<file path="src/rtl/vlqenc_pkg.sv">
`timescale 1ns / 1ps
// ----------------------------------------------------------------------------
// vlqenc_pkg
// Types, constants and the base64 character map shared by the VLQ encoder.
// ----------------------------------------------------------------------------
package vlqenc_pkg;

  localparam int FIELD_W        = 31;   // width of one segment field
  localparam int VALUE_BITS_DEF = 31;   // default count of encoded value bits
  localparam int GROUP_W        = 5;    // payload bits per character
  localparam int NUM_FIELDS     = 5;
  localparam int FIELD_IDX_W    = 3;
  localparam int CHAR_W         = 7;

  localparam logic [FIELD_IDX_W-1:0] LAST_FIELD = FIELD_IDX_W'(NUM_FIELDS - 1);

  typedef struct packed {
    logic [FIELD_W-1:0] out_column;
    logic [FIELD_W-1:0] source_index;
    logic [FIELD_W-1:0] source_line;
    logic [FIELD_W-1:0] source_column;
    logic [FIELD_W-1:0] name_index;
  } seg_in_t;

  typedef struct packed {
    logic [CHAR_W-1:0] code_char;
    logic              field_done;
    logic              segment_done;
  } seg_out_t;

  // 6-bit digit to ASCII: A-Z a-z 0-9 + /
  function automatic logic [CHAR_W-1:0] b64_char(input logic [5:0] d);
    logic [CHAR_W-1:0] dx;
    dx = {1'b0, d};
    if (d < 6'd26)       b64_char = 7'd65 + dx;
    else if (d < 6'd52)  b64_char = 7'd71 + dx;   // 'a' - 26
    else if (d < 6'd62)  b64_char = dx - 7'd4;    // '0' - 52
    else if (d == 6'd62) b64_char = 7'd43;        // '+'
    else                 b64_char = 7'd47;        // '/'
  endfunction

endpackage

</file>
<file path="src/rtl/vlq_base64_segment_encoder.sv">
`timescale 1ns / 1ps
// ----------------------------------------------------------------------------
// vlq_base64_segment_encoder
// Base64 VLQ source-map segment encoder, one character per unstalled cycle.
// ----------------------------------------------------------------------------
// A segment transfer on in_ carries five unsigned fields, encoded in order:
// out_column, source_index, source_line, source_column, name_index. Each
// field is taken to its low VALUE_BITS bits, shifted left once (sign bit 0)
// and sent as 5-bit groups, least significant first, one base64 character per
// out_ transfer; all but the last group of a field carry the 0x20
// continuation bit. field_done marks the last character of each field and
// segment_done the last character of the segment. A segment is loaded whole,
// then sent one character at a time by the single 5-bit digit shifter, which
// works through one field at a time. in_ready is high whenever no segment is
// being encoded, so a new segment may be taken while the final character
// still waits in the output register.
module vlq_base64_segment_encoder #(
  parameter int VALUE_BITS = vlqenc_pkg::VALUE_BITS_DEF
) (
  input  logic                clk,
  input  logic                rst_n,
  input  logic                in_valid,
  output logic                in_ready,
  input  vlqenc_pkg::seg_in_t in_data,
  output logic                out_valid,
  input  logic                out_ready,
  output vlqenc_pkg::seg_out_t out_data
);
  import vlqenc_pkg::*;

  localparam int CUR_W  = VALUE_BITS + 1;               // value plus sign bit
  localparam int REST_W = VALUE_BITS * (NUM_FIELDS - 1);

  // Low VALUE_BITS of a field, zero-extended when VALUE_BITS > FIELD_W.
  function automatic logic [VALUE_BITS-1:0] trim(input logic [FIELD_W-1:0] x);
    logic [VALUE_BITS-1:0] r;
    r = '0;
    for (int i = 0; i < VALUE_BITS; i++) begin
      if (i < FIELD_W) r[i] = x[i];
    end
    return r;
  endfunction

  // Engine state: value being shifted out, fields still to come, field index.
  logic                   busy_r, busy_nxt;
  logic [CUR_W-1:0]       cur_r, cur_nxt;
  logic [REST_W-1:0]      rest_r, rest_nxt;
  logic [FIELD_IDX_W-1:0] fld_r, fld_nxt;

  // Output register
  logic     out_valid_r, out_valid_nxt;
  seg_out_t out_r, out_nxt;

  logic             in_xfer, step;
  logic [CUR_W-1:0] shifted;
  logic             more;
  logic [5:0]       digit;

  assign in_ready  = !busy_r;
  assign in_xfer   = in_valid && in_ready;
  // Emit a character when the output slot is free or being drained.
  assign step      = busy_r && (!out_valid_r || out_ready);

  assign shifted   = cur_r >> GROUP_W;
  assign more      = (shifted != '0);
  assign digit     = {more, cur_r[GROUP_W-1:0]};

  always_comb begin
    busy_nxt      = busy_r;
    cur_nxt       = cur_r;
    rest_nxt      = rest_r;
    fld_nxt       = fld_r;
    out_valid_nxt = out_valid_r;
    out_nxt       = out_r;

    if (out_valid_r && out_ready) out_valid_nxt = 1'b0;

    if (in_xfer) begin
      busy_nxt = 1'b1;
      fld_nxt  = '0;
      cur_nxt  = {trim(in_data.out_column), 1'b0};
      rest_nxt = {trim(in_data.name_index), trim(in_data.source_column),
                  trim(in_data.source_line), trim(in_data.source_index)};
    end else if (step) begin
      out_valid_nxt        = 1'b1;
      out_nxt.code_char    = b64_char(digit);
      out_nxt.field_done   = !more;
      out_nxt.segment_done = !more && (fld_r == LAST_FIELD);
      if (more) begin
        cur_nxt = shifted;
      end else if (fld_r == LAST_FIELD) begin
        busy_nxt = 1'b0;
      end else begin
        // next field comes from the bottom of the queue
        cur_nxt  = {rest_r[VALUE_BITS-1:0], 1'b0};
        rest_nxt = rest_r >> VALUE_BITS;
        fld_nxt  = fld_r + 1'b1;
      end
    end
  end

  always_ff @(posedge clk) begin
    if (!rst_n) begin
      busy_r      <= 1'b0;
      fld_r       <= '0;
      out_valid_r <= 1'b0;
    end else begin
      busy_r      <= busy_nxt;
      fld_r       <= fld_nxt;
      out_valid_r <= out_valid_nxt;
    end
  end

  always_ff @(posedge clk) begin
    cur_r  <= cur_nxt;
    rest_r <= rest_nxt;
    out_r  <= out_nxt;
  end

  assign out_valid = out_valid_r;
  assign out_data  = out_r;

  // --------------------------------------------------------------------------
  // Assertions
  // --------------------------------------------------------------------------
  a_load_starts_first_field: assert property (@(posedge clk) disable iff (!rst_n)
    in_xfer |=> busy_r && (fld_r == '0))
    else $error("segment load did not start at the first field");

  a_seg_ends_field: assert property (@(posedge clk) disable iff (!rst_n)
    out_valid_r && out_r.segment_done |-> out_r.field_done)
    else $error("segment_done without field_done");

  a_field_idx_range: assert property (@(posedge clk) disable iff (!rst_n)
    fld_r <= LAST_FIELD)
    else $error("field index out of range");

  a_last_char_idles: assert property (@(posedge clk) disable iff (!rst_n)
    step && !more && (fld_r == LAST_FIELD) |=> !busy_r)
    else $error("engine still busy after last character");

endmodule

</file>
<file path="config.mk">
export PLATFORM = sky130hd
export DESIGN_NAME = vlq_base64_segment_encoder
export DESIGN_NICKNAME = d
export VERILOG_FILES = /design/src/rtl/vlqenc_pkg.sv /design/src/rtl/vlq_base64_segment_encoder.sv
export SDC_FILE = /design/constraint.sdc
export NUM_CORES = 1
export LEC_CHECK = 0
export BUFFER_PORTS_ARGS = -buffer_cell sky130_fd_sc_hd__buf_2
export CAP_MARGIN = 20
export CORE_ASPECT_RATIO = 0.7
export CORE_MARGIN = 10
export CORE_UTILIZATION = 45
export DETAILED_ROUTE_END_ITERATION = 7
export GPL_TIMING_DRIVEN = 1
export PLACE_DENSITY = 0.75
export SLEW_MARGIN = 20
export SYNTH_ARGS = -nofsm -noshare
export SYNTH_HDL_FRONTEND = slang
export SYNTH_SLANG_ARGS = --single-unit
</file>
<file path="constraint.sdc">
create_clock -name clk -period 3.8 [get_ports clk]
set_input_delay 0.19 -clock clk [delete_from_list [all_inputs] [get_ports clk]]
set_output_delay 0.19 -clock clk [all_outputs]
set_load 0.01 [all_outputs]
</file>
---- Yosys cells after proc, flatten, opt, wreduce, memory -nomap -nowiden ----
Index checks and enable logic that the tools add are counted.
W data, S select, Z words.
storage, ports and cells
  RAM bits ................................ 0
  input bits .............................. 159
  bits in read-only memories .............. 0
  memories ................................ 0
  latch bits .............................. 0
  output and inout bits ................... 11
  bits in registers ....................... 170
cells by class
  multipliers ............................. 0
  bitwise logic cells ..................... 4
  add/subtract/negate cells ............... 4
  divide/modulo/power cells ............... 0
  reductions and logical operators ........ 18
  muxes and demuxes ....................... 19
  eq/ne operators ......................... 6
  magnitude comparators ................... 3
  shift-type cells ........................ 0
operator list
  operator               number
  $mux W124              4
  $mux W32               4
  $reduce_bool A32 Y1    1
  $mux W7                3
  $add A7 B6 Y7 const A  2
  $lt A6 B6 Y1 const B   2
  $reduce_and A3 Y1      3
  $mux W1                7
  $sub A6 B3 Y7 const B  1
  $eq A6 B6 Y1 const B   1
  $lt A6 B5 Y1 const B   1
  $ne A2 B2 Y1 const B   3
  $reduce_and A2 Y1      3
  $logic_and A1 B1 Y1    4
  $not A1 Y1             4
  $reduce_bool A2 Y1     2
  $add A3 B1 Y3 const B  1
  $eq A3 B3 Y1 const B   1
  $logic_not A1 Y1       3
  $mux W3                1
  $ne A3 B3 Y1 const B   1
  $reduce_or A2 Y1       1
  $logic_or A1 B1 Y1     1

---- Logic depth before layout (Yosys ltp) ----
Gate-level depths: netlist of the first run.
  depth in word-level cells ............... 6
  depth in mapped cells ................... 7
  mapped depth without buffers ............ 7

---- Worst setup path before layout of the first run ----
OpenSTA, ideal clock, no wires.
  kind .................................... reg-to-reg
  start ................................... register cur_r[20]
  end ..................................... register rest_r[0] (enable)
  cell stages (with the launch flop) ...... 5
  path buffers ............................ 0
  clock period less this slack ............ 3454 ps
  arrival time ............................ 3023 ps
  setup slack ............................. 346 ps
  path through ............................ edfxtp_1 -> nor4_2 -> nand4_2 -> nor4b_2 -> or2_2
on the way
  word-level cells in the longest chain between the ends .. 3
ends and longest elaborated chain
  item                                RTL line                           source
  start, declared                     vlq_base64_segment_encoder.sv:46   logic [CUR_W-1:0] cur_r, cur_nxt;
  start signal, assigned              vlq_base64_segment_encoder.sv:115  cur_r <= cur_nxt;
  $reduce_bool A32 Y1                 vlq_base64_segment_encoder.sv:65   assign more = (shifted != '0);
  $ne A2 B2 Y1 (no source line)       n/a
  $reduce_and A3 Y1 (no source line)  n/a
  end signal, assigned                vlq_base64_segment_encoder.sv:116  rest_r <= rest_nxt;
  end, declared                       vlq_base64_segment_encoder.sv:47   logic [REST_W-1:0] rest_r, rest_nxt;
Every way passes these cells.
A chain may end at the register's enable or synchronous reset.

---- Final worst setup path of the first run ----
  start ................................... register cur_r[7]
  end ..................................... register rest_r[10] (enable)
The elaborated chain is that of the path after synthesis.

==> results by group, run 1 <==
Synthesis
  • Unique masters post-synth: 43
  • Yosys warns: 0
  • Main flop type after synthesis: edfxtp_1
  • Sequential cell area fraction in the yosys report: 66.6%
  • Top cell type's share of synthesized area: 65.0%
  • Most frequent cells after synthesis: nand2_1, edfxtp_1, o21ai_0, and2_1
  • Post-synth design cell area: 0.00757 mm2
  • Mapped Nets: 869
  • Synth area leaders: edfxtp_1, nand2_1, and2_1
  • Count leader, synth: nand2_1
  • Post-synthesis area per instance: 10.8 um2
  • Register bit total from synthesis: 170
  • Post-synth EDFFs: 164
  • Asr flop ratio synth: 0%
  • Synthesized instance count: 703
  • Largest area contributor in the synthesized netlist: edfxtp_1

Hold path
  • Hold WC Path Type: in2reg

Floorplan
  • Die W: 175 um
  • IO Pins: 170
  • Core Rows: 39
  • Core area: 0.0164 mm2
  • Initial cell density of the core: 46.2%
  • Die area: 0.0225 mm2
  • Die H: 129 um

STA
  • Slew HR: 52.8%
  • Max-slew violations: 0
  • Fin. Hold Viols: 0
  • Clk_skew: 0.00770 ns
  • Least-Margin Pin Slew: 0.708 ns
  • Final Cycle Share: 76.7%
  • RSZ-0062 raised after global routing: no
  • Final setup viols: 0
  • Tmin final: 2.92 ns
  • Setup TNS: 0 ns
  • Achievable clock frequency: 343 MHz

Drt
  • First-pass DRT Iterations: 5
  • Post-DRT Antenna Nets: 0
  • Vias: 5425
  • Drt drc: 0
  • Initial drt markers: 437
  • Routed length per instance: 16.3 um
  • Vias per cell: 4.93
  • DRT Wirelength: 17.9 mm

Power and ir drop
  • Leakage power: 4.04 nW
  • Total power: 4.74 mW
  • PwrDens: 508 mW/mm2
  • Worst VDD drop: 300 uV

Job
  • Number of max-cap violations: 0

Cells and area
  • Multi-input logic area: 0.00238 mm2
  • Final #Nets: 1029
  • Synth-to-layout area growth: 23.2%
  • FF/Latch Area: 0.00504 mm2
  • Layout fillers: 1396
  • # diodes: 0
  • Fraction of layout cells with a size suffix above 1: 25.7%

Clock network
  • CTS tree: done
  • CTS Buffer Depth: 2
  • Clock tree sinks: 170
  • Setup repair bufs after CTS: 0
  • Reg clk slew, reported paths: 0.06 ns
  • Worst-Skew Late Latency: 0.43 ns
  • Cts hold-fix bufs: 0
  • PostCTS Resize Cnt: 0
  • CTS Root Cell: clkbuf_16
  • CTS buffer count: 17
  • H-tree levels: 4

Critical path
  • Crit path max fanout: 50
  • Critical Path RT: 3.91 ns
  • Startpoint types: register
  • Arrival @ worst endpoint: 3.02 ns
  • Crit. End Element: register
  • Critical path class: reg2reg

Global route
  • Total gr overflow: 0
  • First-pass GRT wire length: 27.8 mm
  • Largest net degree at the start of global routing: 83
  • Gr usage total: 15.7%
  • Initial antenna violation count: 4
  • Vias in the first global route: 5468

Placed design
  • Detail Placement HPWL: 12.9 mm
  • I/O Buffers: 169
  • GP Congestion: 0.819

Outcome
  • Status: finished clean
## worst paths after layout
| kind | end | slack [ns] | startpoint | depth (start not counted) |
|---|---|---|---|---|
| worst max-delay path | rest_r[10]$_DFFE_PP_ | 0.88 | cur_r[7]$_DFFE_PP_ | 5 |
| worst min-delay path | rest_r[85]$_DFFE_PP_ | 0.02 | in_data[54] | 3 |
| worst max register to register | rest_r[10]$_DFFE_PP_ | 0.88 | cur_r[7]$_DFFE_PP_ | 5 |
| worst min register to register | busy_r$_SDFFE_PN0P_ | 0.49 | fld_r[2]$_SDFFE_PP0P_ | 1 |
## area by class of cell
cell class	count	area share [%]
Multi-Input combinational cell	490	25.6
Sequential cell	170	54.1
Timing Repair Buffer	176	9.90
Clock inverter	14	2.57
Clock buffer	17	4.56
Inverter	8	0.322
Tap cell	225	3.02
## flip-flops by register name (all words and copies together), names as in the netlist
signal     count
cur_r         32
rest_r       124
fld_r          3
busy_r         1
out_valid      1
out_data       9
## through the flow
step / area, um2 / util (%) / hold slack (ns) / setup slack (ns) / std cells
finish: 9330 / 56.9 / 0.0213 / 0.884 / 1100
global route: 9330 / 56.9 / 0.00993 / 0.677 / 1100
CTS: 9330 / 56.9 / 0.00458 / 0.828 / 1100
detailed placement: 8660 / 52.8 / 0.453 / 0.863 / 1069
global placement: 8660 / 52.8 / 0.451 / 0.923 / 1069
floorplan: 7570 / - / 0.328 / 0.346 / 703
## worst max-delay path, stage by stage, from the launching register on
cell and delay (ns):
edfxtp_1 0.40, nor4_2 0.42, nand4_2 0.34, nor4b_2 0.53, or2_4 0.54, buf_12 0.32
## cells in the final DEF (no fill, tap or decap), types with 7 or more instances in the layout
| cell type | synthesis | layout |
|---|---|---|
| inv_1 | 8 | 8 |
| o21ai_0 | 33 | 32 |
| a21oi_1 | 29 | 29 |
| nand2_1 | 319 | 318 |
| buf_2 | 3 | 169 |
| and2_1 | 31 | 31 |
| clkbuf_16 | 0 | 17 |
| ha_1 | 7 | 7 |
| nor2_1 | 10 | 10 |
| edfxtp_1 | 164 | 164 |
## per-layer routing
metal / up-vias / global-route usage (%) / part of all wire (%)
met1: 2476 / 20.0 / 45
met3: 24 / 6.20 / 8.8
li1: 2718 / - / -
met4: 6 / 4.62 / 0.97
met5: - / 0 / 0.19
met2: 201 / 24.5 / 45
## power by group
part | internal, mW | switching (mW)
clock | 1.24 | 0.719
sequential | 2.24 | 0.0675
combinational | 0.191 | 0.283
## cell families after synthesis
family / after synthesis / synth area share [%]
AO/OA/AOI/OAI: 81 / 6.06
multiplexers: 7 / 0.958
adder cells (fa/ha/maj): 7 / 1.16
buffers and inverters: 43 / 2.18
AND/OR/NAND/NOR: 393 / 22.8
XOR/XNOR: 2 / 0.231
flip-flops: 170 / 66.6
Note: power is estimated with default switching activity, not from simulation.
==> inputs of run 2 (changes only) <==
==> constraint.sdc (replaced) <==
create_clock -name clk -period 2.72 [get_ports clk]
set_input_delay 0.136 -clock clk [delete_from_list [all_inputs] [get_ports clk]]
set_output_delay 0.136 -clock clk [all_outputs]
set_load 0.01 [all_outputs]
==> results by group, run 2 (synthesis gave the netlist of run 1 again) <==
Outcome
  • Status: finished clean

Global route
  • Vias in the first global route: 6308 (+15%)
  • Initial antenna violation count: 0 (-4)
  • First-pass GRT wire length: 33.0 mm (+19%)
  • Gr usage total: 18.8% (+3.1 points)
  • Total gr overflow: 0 (unchanged)
  • Largest net degree at the start of global routing: 89 (+7.2%)

Power and ir drop
  • Internal power: 4.99 mW (+36%)
  • Sw power: 1.61 mW (+50%)
  • Clk pwr share: 38.2% (-3.0 points)
  • Logic pwr share: 12.7% (+2.7 points)
  • Net Sw Frac: 24.4% (+1.8 points)
  • Leakage power: 4.53 nW (+12%)
  • Flop pwr share: 49.1% (+0.3 points)
  • Worst VDD drop: 457 uV (+52%)
  • PwrDens: 626 mW/mm2 (+23%)

Drt
  • Routed length per instance: 17.5 um (+7.8%)
  • First-pass DRT Iterations: 6 (+1)
  • Vias: 6121 (+13%)
  • DRT Wirelength: 21.4 mm (+20%)
  • Drt drc: 0 (unchanged)
  • Vias per cell: 5.01 (+1.6%)
  • Post-DRT Antenna Nets: 0 (unchanged)
  • Initial drt markers: 627 (+43%)

STA
  • Final Cycle Share: 92.5% (+16 points)
  • RSZ-0062 raised after global routing: no
  • Final setup viols: 0 (unchanged)
  • Tmin final: 2.52 ns (-0.400 ns)
  • Hold_ws: 0.00241 ns (-0.0189 ns)
  • Fin. Hold Viols: 0 (unchanged)
  • Least-Margin Pin Slew: 0.729 ns (+0.0211 ns)
  • Slew HR: 51.4% (-1.4 points)
  • Achievable clock frequency: 397 MHz (+16%)
  • Max-slew violations: 0 (unchanged)
  • Clk_skew: 0.00950 ns (+0.00180 ns)

Clock network
  • Setup repair bufs after CTS: 0 (unchanged)
  • PostCTS Resize Cnt: 0 (unchanged)
  • CTS buffer count: 17 (unchanged)
  • H-tree levels: 4 (unchanged)
  • CTS Root Cell: clkbuf_16
  • Cts hold-fix bufs: 116 (+116)
  • Reg clk slew, reported paths: 0.06 ns (about the same)
  • Worst-Skew Late Latency: 0.44 ns (about the same)
  • Clock tree sinks: 170 (unchanged)
  • CTS tree: done
  • CTS Buffer Depth: 2 (unchanged)

Cells and area
  • Largest Register: rest_r
  • Final core occ: 64.3% (+7.4 points)
  • Final instance area: 0.0105 mm2 (+13%)
  • Fraction of layout cells with a size suffix above 1: 23.0% (-2.7 points)
  • Final #Nets: 1150 (+12%)
  • # diodes: 0 (unchanged)
  • Layout fillers: 1165 (-17%)
  • Synth-to-layout area growth: 39.2%
  • Max reg flops: 124 (unchanged)
  • Most common cell after layout, fill and taps aside: nand2_1
  • Most frequent cells in the layout: nand2_1, buf_2, edfxtp_1

Floorplan
  • Die W: 175 um (unchanged)
  • Die area: 0.0225 mm2 (unchanged)
  • IO Pins: 170 (unchanged)
  • Die H: 129 um (unchanged)
  • Core area: 0.0164 mm2 (unchanged)
  • Initial cell density of the core: 46.2% (unchanged)
  • Core Rows: 39 (unchanged)

Hold path
  • Hold Path Stages: 3 (unchanged)
  • Hold WC Path Type: in2reg
  • Hold Path End: rest_r[1]$_DFFE_PP_
  • Hold Path Origin: in_data[94]

Placed design
  • I/O Buffers: 169 (unchanged)
  • GP Congestion: 0.858 (+4.9%)
  • Detail Placement HPWL: 13.1 mm (+1.3%)
  • Placed cell area: 0.00876 mm2 (+1.1%)

Critical path
  • Crit. End Element: register
  • CP cell instances: nor4_2 > nand4_2 > nor4b_4 > or2_4 > buf_12
  • Crit path max fanout: 43 (-14%)
  • R2R setup slack: 0.20 ns (-0.68 ns)
  • Critical path class: reg2reg
  • CP startpoint: cur_r[19]$_DFFE_PP_
  • Arrival @ worst endpoint: 2.64 ns (-0.38 ns)
  • Reg-to-Reg End: rest_r[9]$_DFFE_PP_
  • Startpoint types: register
  • Critical Path RT: 2.84 ns (-1.07 ns)
  • Slowest cell delay on critical path: 0.46 ns (-0.08 ns)
  • R2R Path Start: cur_r[19]$_DFFE_PP_
  • CP max stage cell: nor4b_4
  • R2R depth: 5 (unchanged)

Job
  • Number of max-cap violations: 0 (unchanged)
-- run 2: cell types whose count changed in the layout (fill, tap and decap cells not counted) --
cell,delta
buf_4,+1
clkinvlp_4,+3
buf_12,+3
clkinv_4,+1
inv_8,+2
nor4b_2,-1
clkinv_2,-1
inv_6,-2
dlygate4sd3_1,+117
nor4b_4,+1
bufinv_16,-3
nor4_2,-2
nor4_4,+2
clkinv_1,+1
-- run 2: through the flow --
step / setup TNS (ns) / std cells / setup slack [ns] / total power [mW]
5_1_grt: 0 / 1222 / 0.101 / 6.80
3_5_place_dp: 0 / 1073 / 0.215 / 3.97
2_1_floorplan: -7.64 / 703 / -0.0616 / 3.67
6_report: 0 / 1222 / 0.204 / 6.59
4_1_cts: 0 / 1221 / 0.170 / 6.57
3_3_place_gp: 0 / 1073 / 0.327 / 3.95
-- run 2: worst max-delay path by stage --
stage,to,depth (start not counted)
after floorplan,rest_r[0]$_DFFE_PP_,4
after global placement,rest_r[96]$_SDFFCE_PN0P_,5
after detailed placement,rest_r[96]$_SDFFCE_PN0P_,5
after CTS,rest_r[39]$_DFFE_PP_,5
after global routing,rest_r[9]$_DFFE_PP_,5
final,rest_r[9]$_DFFE_PP_,5
-- run 2: layout make-up --
type                            instances  area [um2]  area share (%)
Sequential cell                       170        5040            47.9
Clock inverter                         15         185            1.76
Inverter                                8        30.0           0.285
Clock buffer                           17         425            4.04
Tap cell                              225         282            2.67
Multi-Input combinational cell        490        2410            22.9
Timing Repair Buffer                  297        2160            20.5
-- run 2: power groups by stage --
stage                     Clock [mW]  Sequential, mW  Combinational, mW
after floorplan                    0            3.27              0.404
after global placement             0            3.28              0.669
after detailed placement           0            3.29              0.681
after CTS                       2.53            3.23              0.813
after global routing            2.62            3.25              0.925
final                           2.52            3.24              0.841
-- run 2: worst max-delay path: cells and delay by family, from the launching register on --
kind	cells	cell delay, ns
DFF	1	0.41
buffers and inverters	1	0.27
and+or+nand+nor	4	1.50
-- run 2: per-layer routing --
layer	vias to the layer above	global-route usage, %	share of wire [%]
met4	0	6.76	2.0
li1	2964	-	-
met2	277	32.4	49
met3	34	6.28	8.2
met1	2846	21.7	41
met5	-	0	0
==> inputs of run 3 (changes only) <==
--- a/config.mk
+++ b/config.mk
@@ -8,7 +8,7 @@
 export BUFFER_PORTS_ARGS = -buffer_cell sky130_fd_sc_hd__buf_2
 export CAP_MARGIN = 20
 export CORE_ASPECT_RATIO = 0.7
-export CORE_MARGIN = 10
+export CORE_MARGIN = 2
 export CORE_UTILIZATION = 45
 export DETAILED_ROUTE_END_ITERATION = 7
 export GPL_TIMING_DRIVEN = 1
==> results by group, run 3 (synthesis gave the netlist of run 1 again) <==
Critical path
  • Critical Path RT: 2.85 ns (about the same)
  • Slowest cell delay on critical path: 0.44 ns (-0.02 ns)
  • R2R setup slack: 0.28 ns (+0.08 ns)
  • Buf+Inv Stages, Crit Path: 1 (unchanged)
  • Startpoint types: register
  • Crit path max fanout: 35 (-19%)
  • Critical path's top delay family: simple AND/OR/NAND/NOR gates
  • Arrival @ worst endpoint: 2.57 ns (-0.07 ns)
  • Crit. End Element: register
  • CP max stage cell: nor4b_4
  • Critical path class: reg2reg
  • CP cell instances: nor4_2 > nand4_2 > nor4b_4 > or2_4 > buf_12

Floorplan
  • Die W: 159 um (-9.1%)
  • Die area: 0.0179 mm2 (-20%)
  • Die H: 113 um (-12%)
  • Core area: 0.0164 mm2 (unchanged)
  • IO Pins: 170 (unchanged)
  • Core Rows: 39 (unchanged)
  • Initial cell density of the core: 46.2% (unchanged)

Power and ir drop
  • Worst VDD drop: 414 uV (-9.4%)
  • Flop pwr share: 48.1% (-1.0 points)
  • Net Sw Frac: 24.3% (-0.10 points)
  • PwrDens: 635 mW/mm2 (+1.5%)
  • Sw power: 1.64 mW (+1.8%)
  • Clk pwr share: 39.3% (+1.1 points)
  • Leakage power: 4.57 nW (+0.90%)
  • Logic pwr share: 12.6% (about the same)
  • Internal power: 5.10 mW (+2.3%)

Outcome
  • Status: finished clean

Cells and area
  • Max reg flops: 124 (unchanged)
  • Fraction of layout cells with a size suffix above 1: 22.9% (-0.046 points)
  • Final #Nets: 1152 (+0.17%)
  • Largest Register: rest_r
  • Final core occ: 64.7% (+0.46 points)
  • Most frequent cells in the layout: nand2_1, buf_2, edfxtp_1
  • Layout fillers: 1173 (+0.69%)
  • Final instance area: 0.0106 mm2 (+0.71%)
  • Most common cell after layout, fill and taps aside: nand2_1
  • Synth-to-layout area growth: 40.2%

STA
  • Tmin final: 2.44 ns (-0.0771 ns)
  • Clk_skew: 0.00974 ns (+0.000239 ns)
  • Fin. Hold Viols: 0 (unchanged)
  • Achievable clock frequency: 410 MHz (+3.2%)
  • Least-Margin Pin Slew: 0.636 ns (-0.0928 ns)
  • RSZ-0062 raised after global routing: no
  • Slew HR: 57.5% (+6.1 points)
  • Final Cycle Share: 89.7% (-2.8 points)
  • Max-slew violations: 0 (unchanged)
  • Final setup viols: 0 (unchanged)

Clock network
  • H-tree levels: 4 (unchanged)
  • CTS Buffer Depth: 2 (unchanged)
  • Setup repair bufs after CTS: 0 (unchanged)
  • Clock tree sinks: 170 (unchanged)
  • Worst-Skew Late Latency: 0.43 ns (about the same)
  • CTS buffer count: 17 (unchanged)
  • Reg clk slew, reported paths: 0.07 ns (about the same)
  • CTS tree: done
  • CTS Root Cell: clkbuf_16

Global route
  • Gr usage total: 23.4% (+4.6 points)
  • Total gr overflow: 0 (unchanged)
  • Largest net degree at the start of global routing: 76 (-15%)
  • Initial antenna violation count: 1 (+1)
  • Vias in the first global route: 6335 (+0.43%)
  • First-pass GRT wire length: 32.4 mm (-1.7%)

Placed design
  • GP Congestion: 0.887 (+3.3%)
  • Detail Placement HPWL: 11.9 mm (-8.8%)
  • Placed cell area: 0.00878 mm2 (+0.29%)
  • I/O Buffers: 169 (unchanged)

Drt
  • Vias per cell: 5.04 (+0.64%)
  • Routed length per instance: 16.9 um (-3.7%)
  • Post-DRT Antenna Nets: 0 (unchanged)
  • First-pass DRT Iterations: 5 (-1)
  • Initial drt markers: 566 (-9.7%)
  • Vias: 6175 (+0.88%)
  • Drt drc: 0 (unchanged)
  • DRT Wirelength: 20.7 mm (-3.4%)

Hold path
  • Hold WC Path Type: in2reg

Job
  • Number of max-cap violations: 0 (unchanged)
==> run 3: worst register-to-register path, cell delays in order, from the launching register on <==
cell and delay (ns):
edfxtp_1 0.41, nor4_2 0.35, nand4_2 0.35, nor4b_4 0.44, or2_4 0.32, buf_12 0.25
==> run 3: per-stage QoR <==
step / std cells / hold slack, ns / total power [mW] / setup TNS (ns) / setup WS [ns]
after floorplan: 703 / 0.274 / 3.67 / -7.64 / -0.0616
after global placement: 1073 / 0.401 / 3.96 / 0 / 0.342
after detailed placement: 1073 / 0.400 / 3.98 / 0 / 0.266
after CTS: 1224 / 0.0000282 / 6.70 / 0 / 0.253
after global routing: 1225 / 0.00483 / 6.96 / 0 / 0.106
final: 1225 / 0.00622 / 6.74 / 0 / 0.281
==> run 3: power groups by stage <==
stage	Sequential, mW	Combinational [mW]	Clock, mW
6_report	3.24	0.848	2.65
5_1_grt	3.26	0.935	2.77
4_1_cts	3.23	0.820	2.65
3_5_place_dp	3.29	0.686	0
3_3_place_gp	3.28	0.674	0
2_1_floorplan	3.27	0.404	0
==> run 3: worst paths after layout <==
check / cells after the start / to / startpoint
max: 5 / rest_r[104]$_SDFFCE_PN0P_ / cur_r[25]$_DFFE_PP_
min reg2reg: 1 / busy_r$_SDFFE_PN0P_ / fld_r[2]$_SDFFE_PP0P_
min: 3 / cur_r[12]$_DFFE_PP_ / in_data[135]
max reg2reg: 5 / rest_r[104]$_SDFFCE_PN0P_ / cur_r[25]$_DFFE_PP_
==> run 3: final cells by class <==
class                   count  area, um2  share of cell area (%)
diodes                      1       2.50                  0.0236
clock buffers              19        433                    4.08
clock inverters            13        205                    1.93
inverters                   8       30.0                   0.283
multi-input cells         490       2410                    22.7
flip-flops and latches    170       5040                    47.5
well taps                 225        282                    2.65
repair buffers            299       2210                    20.8
==> run 3: routing by layer <==
layer  vias to the layer above  global-route usage, %  share of wire [%]
met1                      2884                   28.0                 40
met2                       273                   41.2                 50
met4                         0                   8.06                2.3
met5                         -                      0                  0
li1                       2972                      -                  -
met3                        46                   6.50                8.2
==> run 3: repair_timing <==
item	4_1_cts	5_1_grt
resized for setup	0	0
endpoints found under the hold margin	120	0
hold buffers	119	0
